File: config.mk
export PLATFORM = sky130hd
export DESIGN_NAME = mdm_sfr_file
export DESIGN_NICKNAME = d
export VERILOG_FILES = /design/src/hdl/mcu_direct_data_memory_sfr_map_core_defines.svh /design/src/hdl/mdm_pkg.sv /design/src/hdl/mdm_sfr_file.sv
export SDC_FILE = /design/constraint.sdc
export NUM_CORES = 1
export LEC_CHECK = 0
export ABC_CLOCK_PERIOD_IN_PS = 2700
export BUFFER_PORTS_ARGS = -buffer_cell sky130_fd_sc_hd__buf_2
export CORE_MARGIN = 2
export CORE_UTILIZATION = 56
export CTS_CLUSTER_DIAMETER = 40
export DETAILED_ROUTE_END_ITERATION = 8
export PLACE_DENSITY_LB_ADDON = 0.3
export SLEW_MARGIN = 20
export SYNTH_ARGS = -nofsm -noshare
export SYNTH_HDL_FRONTEND = slang
export SYNTH_SLANG_ARGS = --single-unit
export TNS_END_PERCENT = 10
File: constraint.sdc
create_clock -name clk -period 2.7 [get_ports clk]
set_clock_uncertainty 0.15 [all_clocks]
set_input_delay 0.27 -clock clk [delete_from_list [all_inputs] [get_ports clk]]
set_output_delay 0.27 -clock clk [all_outputs]
set_load 0.005 [all_outputs]
File: src/hdl/mcu_direct_data_memory_sfr_map_core_defines.svh
// ----------------------------------------------------------------------------
// mdm assertion macros
// checks on the direct data memory and sfr map core, clocked on clk,
// held off during rst
// ----------------------------------------------------------------------------
`ifndef MCU_DIRECT_DATA_MEMORY_SFR_MAP_CORE_DEFINES_SVH
`define MCU_DIRECT_DATA_MEMORY_SFR_MAP_CORE_DEFINES_SVH

// same-cycle implication
`define MDM_ASSERT_IMPL(label, ante, cons) \
  label: assert property (@(posedge clk) disable iff (rst) (ante) |-> (cons)) \
    else $error("mdm assertion failed");

// next-cycle implication
`define MDM_ASSERT_NEXT(label, ante, cons) \
  label: assert property (@(posedge clk) disable iff (rst) (ante) |=> (cons)) \
    else $error("mdm assertion failed");

`endif

File: src/hdl/mdm_pkg.sv
// ----------------------------------------------------------------------------
// mdm_pkg
// shared types and address constants of the direct data memory and sfr map
// ----------------------------------------------------------------------------
`default_nettype none

package mdm_pkg;

  typedef enum logic [1:0] {
    CMD_DATA_RD = 2'd0,
    CMD_DATA_WR = 2'd1,
    CMD_CODE_RD = 2'd2,
    CMD_CODE_WR = 2'd3
  } cmd_t;

  // where the registered result byte comes from
  typedef enum logic [2:0] {
    SRC_ZERO,
    SRC_ONES,
    SRC_RAM,
    SRC_SFR,
    SRC_CODE
  } rd_src_t;

  typedef struct packed {
    logic       hit;
    logic [7:0] rdata;
  } sfr_rsp_t;

  typedef struct packed {
    logic        rd;
    logic        wr;
    logic [15:0] addr;
    logic [7:0]  wdata;
  } code_req_t;

  localparam logic [7:0] UNMAPPED_BYTE = 8'hFF;
  localparam logic [7:0] PORT_RESET    = 8'hFF;
  localparam logic [7:0] SP_RESET      = 8'h07;
  localparam logic [7:0] SFR_SP        = 8'h81;

  localparam logic [7:0] PORT_ADDR [4] = '{8'h80, 8'h90, 8'hA0, 8'hB0};

  // acc, b, dpl, dph, ie, ip, pcon, psw, sbuf, scon, tcon, tmod, tl0, tl1, th0, th1
  localparam logic [7:0] OTHER_ADDR [16] = '{
    8'hE0, 8'hF0, 8'h82, 8'h83, 8'hA8, 8'hB8, 8'h87, 8'hD0,
    8'h99, 8'h98, 8'h88, 8'h89, 8'h8A, 8'h8B, 8'h8C, 8'h8D
  };

endpackage

`default_nettype wire

File: src/hdl/mdm_sfr_file.sv
// ----------------------------------------------------------------------------
// mdm_sfr_file
// the 21 special function registers with their address decode
// ----------------------------------------------------------------------------
`default_nettype none

module mdm_sfr_file import mdm_pkg::*; (
  input  wire logic       clk,
  input  wire logic       rst,
  input  wire logic       wr_en,
  input  wire logic [7:0] addr,
  input  wire logic [7:0] wdata,
  output sfr_rsp_t        rsp
);

  logic [7:0]  port_reg [4];
  logic [7:0]  sp_reg;
  logic [7:0]  other_reg [16];
  logic [3:0]  port_hit;
  logic        sp_hit;
  logic [15:0] other_hit;

  always_comb begin
    for (int i = 0; i < 4; i++) begin
      port_hit[i] = (addr == PORT_ADDR[i]);
    end
    sp_hit = (addr == SFR_SP);
    for (int i = 0; i < 16; i++) begin
      other_hit[i] = (addr == OTHER_ADDR[i]);
    end
  end

  // one-hot select of the addressed register
  always_comb begin
    rsp.hit   = (|port_hit) || sp_hit || (|other_hit);
    rsp.rdata = sp_hit ? sp_reg : 8'h00;
    for (int i = 0; i < 4; i++) begin
      if (port_hit[i]) begin
        rsp.rdata = port_reg[i];
      end
    end
    for (int i = 0; i < 16; i++) begin
      if (other_hit[i]) begin
        rsp.rdata = other_reg[i];
      end
    end
    if (!rsp.hit) begin
      rsp.rdata = UNMAPPED_BYTE;
    end
  end

  always_ff @(posedge clk) begin
    if (rst) begin
      for (int i = 0; i < 4; i++) begin
        port_reg[i] <= PORT_RESET;
      end
      sp_reg <= SP_RESET;
      for (int i = 0; i < 16; i++) begin
        other_reg[i] <= 8'h00;
      end
    end else if (wr_en) begin
      for (int i = 0; i < 4; i++) begin
        if (port_hit[i]) begin
          port_reg[i] <= wdata;
        end
      end
      if (sp_hit) begin
        sp_reg <= wdata;
      end
      for (int i = 0; i < 16; i++) begin
        if (other_hit[i]) begin
          other_reg[i] <= wdata;
        end
      end
    end
  end

endmodule

`default_nettype wire

* Word-level counts from Yosys, hierarchy flattened
Memories as Yosys holds them, arrays and structs flattened.
Index checks and enable logic that the tools add are counted.
W data, S select, Z words.
** Word-level totals
- Register bits after elaboration :: 8
- Latch bits :: 0
- RAM bits :: 160
- ROM bits :: 0
- Output and inout bits :: 9
- Word-level logic and storage cells :: 173
- Memories kept :: 2
** Memories
- other_reg :: words 16, width 8, rd ports 16, clocked after memory_dff 0, write ports 16, line mdm_sfr_file.sv:18 : logic [7:0] other_reg [16];
- port_reg :: words 4, width 8, rd ports 4, clocked after memory_dff 0, write ports 4, line mdm_sfr_file.sv:16 : logic [7:0] port_reg [4];
** Operators by class
- Add/subtract/negate cells :: 0
- Multiply operators :: 0
- Div/mod/pow operators :: 0
- $lt $le $gt $ge :: 0
- Eq/ne operators :: 21
- Shifts and indexed selects :: 0
- Multiplexer cells :: 124
- Bitwise logic cells :: 20
- Reductions and logical operators :: 5
** Operators by type and width (number)
- $mux W8 :: 42
- $eq A8 B8 Y1 const B :: 21
- $mux W1 :: 82
- $or A1 B1 Y1 :: 20
- $reduce_or A16 Y1 :: 1
- $reduce_or A4 Y1 :: 1
- $logic_or A1 B1 Y1 :: 2
- $reduce_and A2 Y1 :: 1

* Logic depth before layout (Yosys ltp)
Gate-level depths: netlist (run 1).
- Depth after elaboration :: 23
- Gate-level depth with buffers :: 10

* Worst setup path after synthesis (run 1)
No wires, ideal clock.
- Path type :: input port to output port
- Start :: in addr[5]
- End :: out rsp[5] (netlist name)
- Arrival time :: 2.367 ns
- Required time :: 2.280 ns
- Slack :: -0.087 ns
- Stages on the path :: 8
- Buffers on the path :: 2
- Cell sequence :: buf_2 -> or4b_4 -> nor4_4 -> nor2_2 -> and3_1 -> buf_6 -> a221o_1 -> or4_1
** RTL lines
- start: declaration :: line mdm_sfr_file.sv:11 : input wire logic [7:0] addr,
- end: declaration :: line mdm_sfr_file.sv:13 : output sfr_rsp_t rsp

==> qor.txt, run 1 <==
Die area - 15500 um2
Main synth FF type - edfxtp_1
Critical Path RT - 2280 ps
Worst Tran Pin Value - 570 ps
Xor/xnor cell area share of the yosys netlist - 0%
Placed Instance Area - 9140 um2
Clock latency at the later pin of the worst-skew pair - 440 ps
Syn_nets - 738
Reg2Reg Depth - 2
Mux cell area share after synthesis - 3.64%
EDFF count, synth - 160
Adder-cell share of the synthesized area - 0%
CTS Buf Count - 17
Root Buffer - clkbuf_16
Peak supply drop - 0.000529 V
Layout area overhead - 22.8%
Remaining DRCs - 0
Pre-CTS worst setup slack - -226 ps
# diodes - 0
Synth async-reset ratio - 0%
Largest register FFs - 128
Post-route cell area - 9960 um2
Failing checks - negative setup slack
Max H-tree Level - 4
CTS sink count - 168
TritonRoute pass-1 iters - 7
Element type at the critical path end - output port
Post-synthesis compound-gate area fraction - 12.1%
Mapped cell area - 8110 um2
Crit path launch - addr[5]
Core outline area - 14000 um2
Post-DP HPWL - 17600 um
Worst hold endpoint - sp_reg[3]
Startpoint types - input port
Sequential cell area fraction in the yosys report - 61.2%
WP data arrival - 2390 ps
Vias per inst - 6.47
Warnings, synthesis - 0
CP max-delay cell - or4b_4
CP max stage delay - 580 ps
Wire per inst - 24.0 um
Total GRT Usage - 32.3%
# setup viols final - 5
TritonCTS clock tree - yes
Minimum clock period - 2810 ps
RR Startpoint - sp_reg[7]
Status - complete, but fails checks
RSZ-0062 raised after global routing - true
Worst Hold Path Cells - 3
Max-slew violation count - 0
CTS clk-pin slew, worst paths - 60 ps
Class of the worst hold path - input port to flop
Largest family of logic cells by synthesized area - simple AND/OR/NAND/NOR gates
Initial core utilization - 57.8%
Drt initial violations - 1117
# nets final - 849
Post-DRT Antenna Nets - 0
Number of global-route vias before repair - 6485
Largest net degree at the start of global routing - 29
Critical path type - input port to output port
CP max FO - 3
Final period util - 104%
Most common cell after layout, fill and taps aside - edfxtp_1
Simple-Gate Fraction of Synth Area - 19.2%
Most frequent cells in the layout - 160 x edfxtp_1, 112 x buf_4, 110 x nor2_1
First-pass GRT wire length - 38100 um
Die width - 124 um
Initial antenna violation count - 0
P_leak - 3.71 nW
Max-cap violations - 0
Yosys reg bits - 168
Boundary Pins - 28
Num rows - 43
Reg-to-reg endpoint - sp_reg[7]
Crit-path cells - buf_8 > or4b_4 > nor4_4 > nor2_2 > and3_4 > a221o_1 > or4_4 > buf_6
Syn Area/Cell - 11.3 um2
Mapped Cells - 719
Die height - 124 um
CTS Buffer Depth - 2
Remaining Overflow, GRT - 0
Final hold viol count - 0
Via Count - 6616
Post-synth cell types - 64
Top-area cell type share of the netlist area - 59.2%
Share of cells above drive strength 1 - 29.5%
Final WL - 24500 um
Min-delay src - wdata[3]
Relative slew slack - 62.0%
Synth area leader - edfxtp_1
PortBufs - 27
Routability Congestion - 1.05
Power Density - 597 nW/um2
Fmax - 356 MHz
R2R setup slack - 1920 ps
Final WS setup - -112 ps
Area contributors post-synth - edfxtp_1 59%, nor2_1 5.2%, nand2b_1 2.2%
==> critical path, delay by kind of cell <==
family | cells | cell delay [ps]
buffers and inverters | 2 | 240
AO/OA/AOI/OAI | 1 | 290
AND/OR/NAND/NOR | 5 | 1590
==> per-stage QoR <==
stage | utilization [%] | TNS [ps] | power, mW | hold slack (ps) | std cells
3_5_place_dp | 65.1 | -975 | 3.55 | 315 | 988
5_1_grt | 70.9 | -475 | 6.08 | 18.0 | 1023
4_1_cts | 70.4 | -84.3 | 5.91 | 2.72 | 1022
3_3_place_gp | 65.1 | -748 | 3.53 | 304 | 988
6_report | 70.9 | -246 | 5.94 | 5.59 | 1023
2_1_floorplan | - | -86.8 | 3.32 | 267 | 719
==> synth_stat cells, drive strengths merged (5+ instances only) <==
cell	number
edfxtp	160
nor2	113
clkbuf	41
nand2	36
a21oi	33
nand2b	28
nand3	28
inv	27
or2	26
o21ai	17
mux2i	16
and3	15
mux2	12
buf	11
nor2b	10
nor3	10
a221oi	9
a22o	8
a22oi	8
dfxtp	8
o211ai	7
o22ai	7
a31oi	6
a211oi	5
a31o	5
and2	5
==> how the worst max path moves through the flow <==
stage                        end  slack, ps  cells after the start
final                     rsp[5]       -110                      8
after global routing      rsp[5]       -130                      8
after CTS                 rsp[5]        -80                      8
after detailed placement  rsp[1]       -230                     10
after global placement    rsp[1]       -250                      9
after floorplan           rsp[5]        -90                      8
==> layout make-up <==
cell class	instances	area, um2
clock buffers	17	425
inverters	27	101
repair buffers	144	1070
multi-input cells	472	3020
fillers	965	4080
well taps	180	225
clock inverters	15	149
flip-flops and latches	168	4960
==> power breakdown <==
group | internal [mW] | switching [mW]
sequential | 3.00 | 0.0604
combinational | 0.176 | 0.302
clock | 1.36 | 1.04
total | 4.54 | 1.40
==> cells by family after synthesis <==
kind of cell	count (synthesis)
DFF	168
buffers and inverters	79
and+or+nand+nor	303
muxes	28
AOI/OAI and AO/OA	141
==> metal layers <==
layer	vias up	share of wire (%)	GRT usage, %
li1	2878	-	-
met1	3257	41	46.9
met2	418	46	49.1
met3	63	10	5.67
met4	0	2.8	12.2
met5	-	0	0
==> repair_timing <==
action / CTS / global route
hold buffers: 1 / 0
buffers inserted: 1 / 1
endpoints found under the setup margin: 8 / 8
pin swaps: 7 / 4
hold endpoints to repair: 1 / 0
gates resized for setup: 35 / 15
Power figures use the tool's default switching activity.
==> inputs of run 2 (changes only) <==
- BUFFER_PORTS_ARGS: -buffer_cell sky130_fd_sc_hd__buf_2 -> not set
- CORE_UTILIZATION: 56 -> 57
- DONT_BUFFER_PORTS: not set -> 1
- PLACE_DENSITY: not set -> 0.75
- PLACE_DENSITY_LB_ADDON: 0.3 -> not set
==> run 2 against run 1 <==
Effect of this change:
- the run now ends clean
- fmax rose by 5.5%
- sequential power is essentially flat
- setup slack better by 150 ps
- critical endpoint unchanged
- sequential share of layout area up 4.3 points
- final area fell by 7.9%
- largest power group unchanged
- utilization is 4.8 points lower
- routed wire length fell by 3.0%
- hold slack better by 50 ps
- sequential cell count did not move
==> qor.txt, run 2 (synthesized netlist as in run 1, its figures left out) <==
CTS Buf Count - 17 (unchanged)
Element type at the critical path end - output port (unchanged)
Die area - 15200 um2 (was 15500 um2)
TritonRoute pass-1 iters - 6 (was 7)
Minimum clock period - 2670 ps (was 2810 ps)
Most common cell after layout, fill and taps aside - edfxtp_1 (unchanged)
Non-Filler Instances - 935 (was 1023)
Final WL - 23800 um (was 24500 um)
Die width - 123 um (was 124 um)
Post-DRT Antenna Nets - 0 (unchanged)
Number of global-route vias before repair - 5900 (was 6485)
Core outline area - 13900 um2 (was 14000 um2)
Final WS setup - 33.3 ps (was -112 ps)
Critical path type - flop to output port (was input port to output port)
Max H-tree Level - 4 (unchanged)
# nets final - 761 (was 849)
Initial antenna violation count - 1 (was 0)
Num rows - 43 (unchanged)
Final period util - 98.8% (was 104%)
Share of cells above drive strength 1 - 16.0% (was 29.5%)
Critical Path RT - 2280 ps (about the same)
Relative slew slack - 51.4% (was 62.0%)
Post-DP HPWL - 16400 um (was 17600 um)
# diodes - 0 (unchanged)
# setup viols final - 0 (was 5)
Vias per inst - 6.64 (was 6.47)
Post-Route Utilization - 66.1% (was 70.9%)
CTS clk-pin slew, worst paths - 60 ps (about the same)
Routability Congestion - 1.02 (was 1.05)
Post-route cell area - 9180 um2 (was 9960 um2)
CP max FO - 2 (was 3)
CTS Buffer Depth - 2 (unchanged)
Root Buffer - clkbuf_16 (unchanged)
Initial core utilization - 58.4% (was 57.8%)
Placed Instance Area - 8400 um2 (was 9140 um2)
Peak supply drop - 0.000393 V (was 0.000529 V)
Startpoint types - flop (was input port)
CTS sink count - 168 (unchanged)
Largest net degree at the start of global routing - 54 (was 29)
Wire per inst - 25.4 um (was 24.0 um)
First-pass GRT wire length - 35400 um (was 38100 um)
Filler cells - 1086 (was 965)
Drt initial violations - 872 (was 1117)
WP data arrival - 2250 ps (was 2390 ps)
Largest register FFs - 128 (unchanged)
Most frequent cells in the layout - 160 x edfxtp_1, 112 x nor2_1, 39 x buf_4 (was 160 x edfxtp_1, 112 x buf_4, 110 x nor2_1)
Setup_tns - 0 ps (was -246 ps)
Via Count - 6213 (was 6616)
Die height - 123 um (was 124 um)
Remaining Overflow, GRT - 0 (unchanged)
Total GRT Usage - 32.9% (was 32.3%)
Pre-CTS worst setup slack - 90.4 ps (was -226 ps)
Class of the worst hold path - input port to flop (unchanged)
TritonCTS clock tree - yes (unchanged)
Max-cap violations - 0 (unchanged)
Final hold viol count - 0 (unchanged)
Worst Tran Pin Value - 729 ps (was 570 ps)
Remaining DRCs - 0 (unchanged)
P_leak - 3.21 nW (was 3.71 nW)
Fmax - 375 MHz (was 356 MHz)
Power Density - 619 nW/um2 (was 597 nW/um2)
Boundary Pins - 28 (unchanged)
Status - completed (was complete, but fails checks)
Layout area overhead - 13.1% (was 22.8%)
Cells after DPL - 884 (was 988)
PortBufs - 0 (was 27)
Clock latency at the later pin of the worst-skew pair - 430 ps (was 440 ps)
Max-slew violation count - 0 (unchanged)
run 2: changes by cell type in the layout (fill, tap and decap cells not counted), sizes merged, moves of 2 or more:
cell | before | now
buf | 143 | 39
dlygate4sd3 | 1 | 17
clkinvlp | 1 | 4
inv | 32 | 30
run 2: path summary, 6_finish.rpt:
check                       from              to  slack (ps)  cells after the start
setup / recovery  port_reg[3][5]          rsp[5]          30                      6
hold / removal               rst  port_reg[0][4]          60                      1
setup reg to reg       sp_reg[7]       sp_reg[7]        1390                      3
hold reg to reg        sp_reg[3]       sp_reg[3]         320                      2
run 2: through the flow:
stage	power (mW)	hold WS, ps
after floorplan	3.32	267
after global placement	3.39	197
after detailed placement	3.40	200
after CTS	5.68	41.6
after global routing	5.82	82.5
final	5.68	56.0
run 2: power breakdown:
group	internal, mW	switching [mW]	total [mW]
Clock	1.27	1.03	2.30
Sequential	3.00	0.0605	3.06
Combinational	0.116	0.206	0.322
Total	4.39	1.29	5.68
run 2: critical path: stages, from the launching register on:
cell and delay, ps:
edfxtp_1 420, buf_4 160, o2111ai_1 270, a31oi_2 140, a211oi_2 300, a2111oi_2 70, or4_4 450
run 2: timing repair:
action                     4_1_cts  5_1_grt
resized for setup                6        3
setup buffers                    1        1
hold endpoints to repair        40        0
hold buffers                    17        0
setup endpoints to repair        1        2
pin swaps                        4        2
run 2: layout make-up:
cell class                      instances  area, um2  share of cell area, %
Multi-Input combinational cell        472       2870                   31.2
Sequential cell                       168       4960                   54.1
Clock buffer                           18        429                   4.68
Clock inverter                         14        125                   1.36
Inverter                               27        101                   1.10
Timing Repair Buffer                   56        463                   5.05
Tap cell                              180        225                   2.45
run 2: routing by layer:
metal	GRT usage [%]	wire length [um]	vias to the layer above
met5	0	0	-
met4	16.1	958	0
met3	7.80	2560	65
met2	46.8	10300	405
met1	47.7	9930	3045
li1	-	-	2698
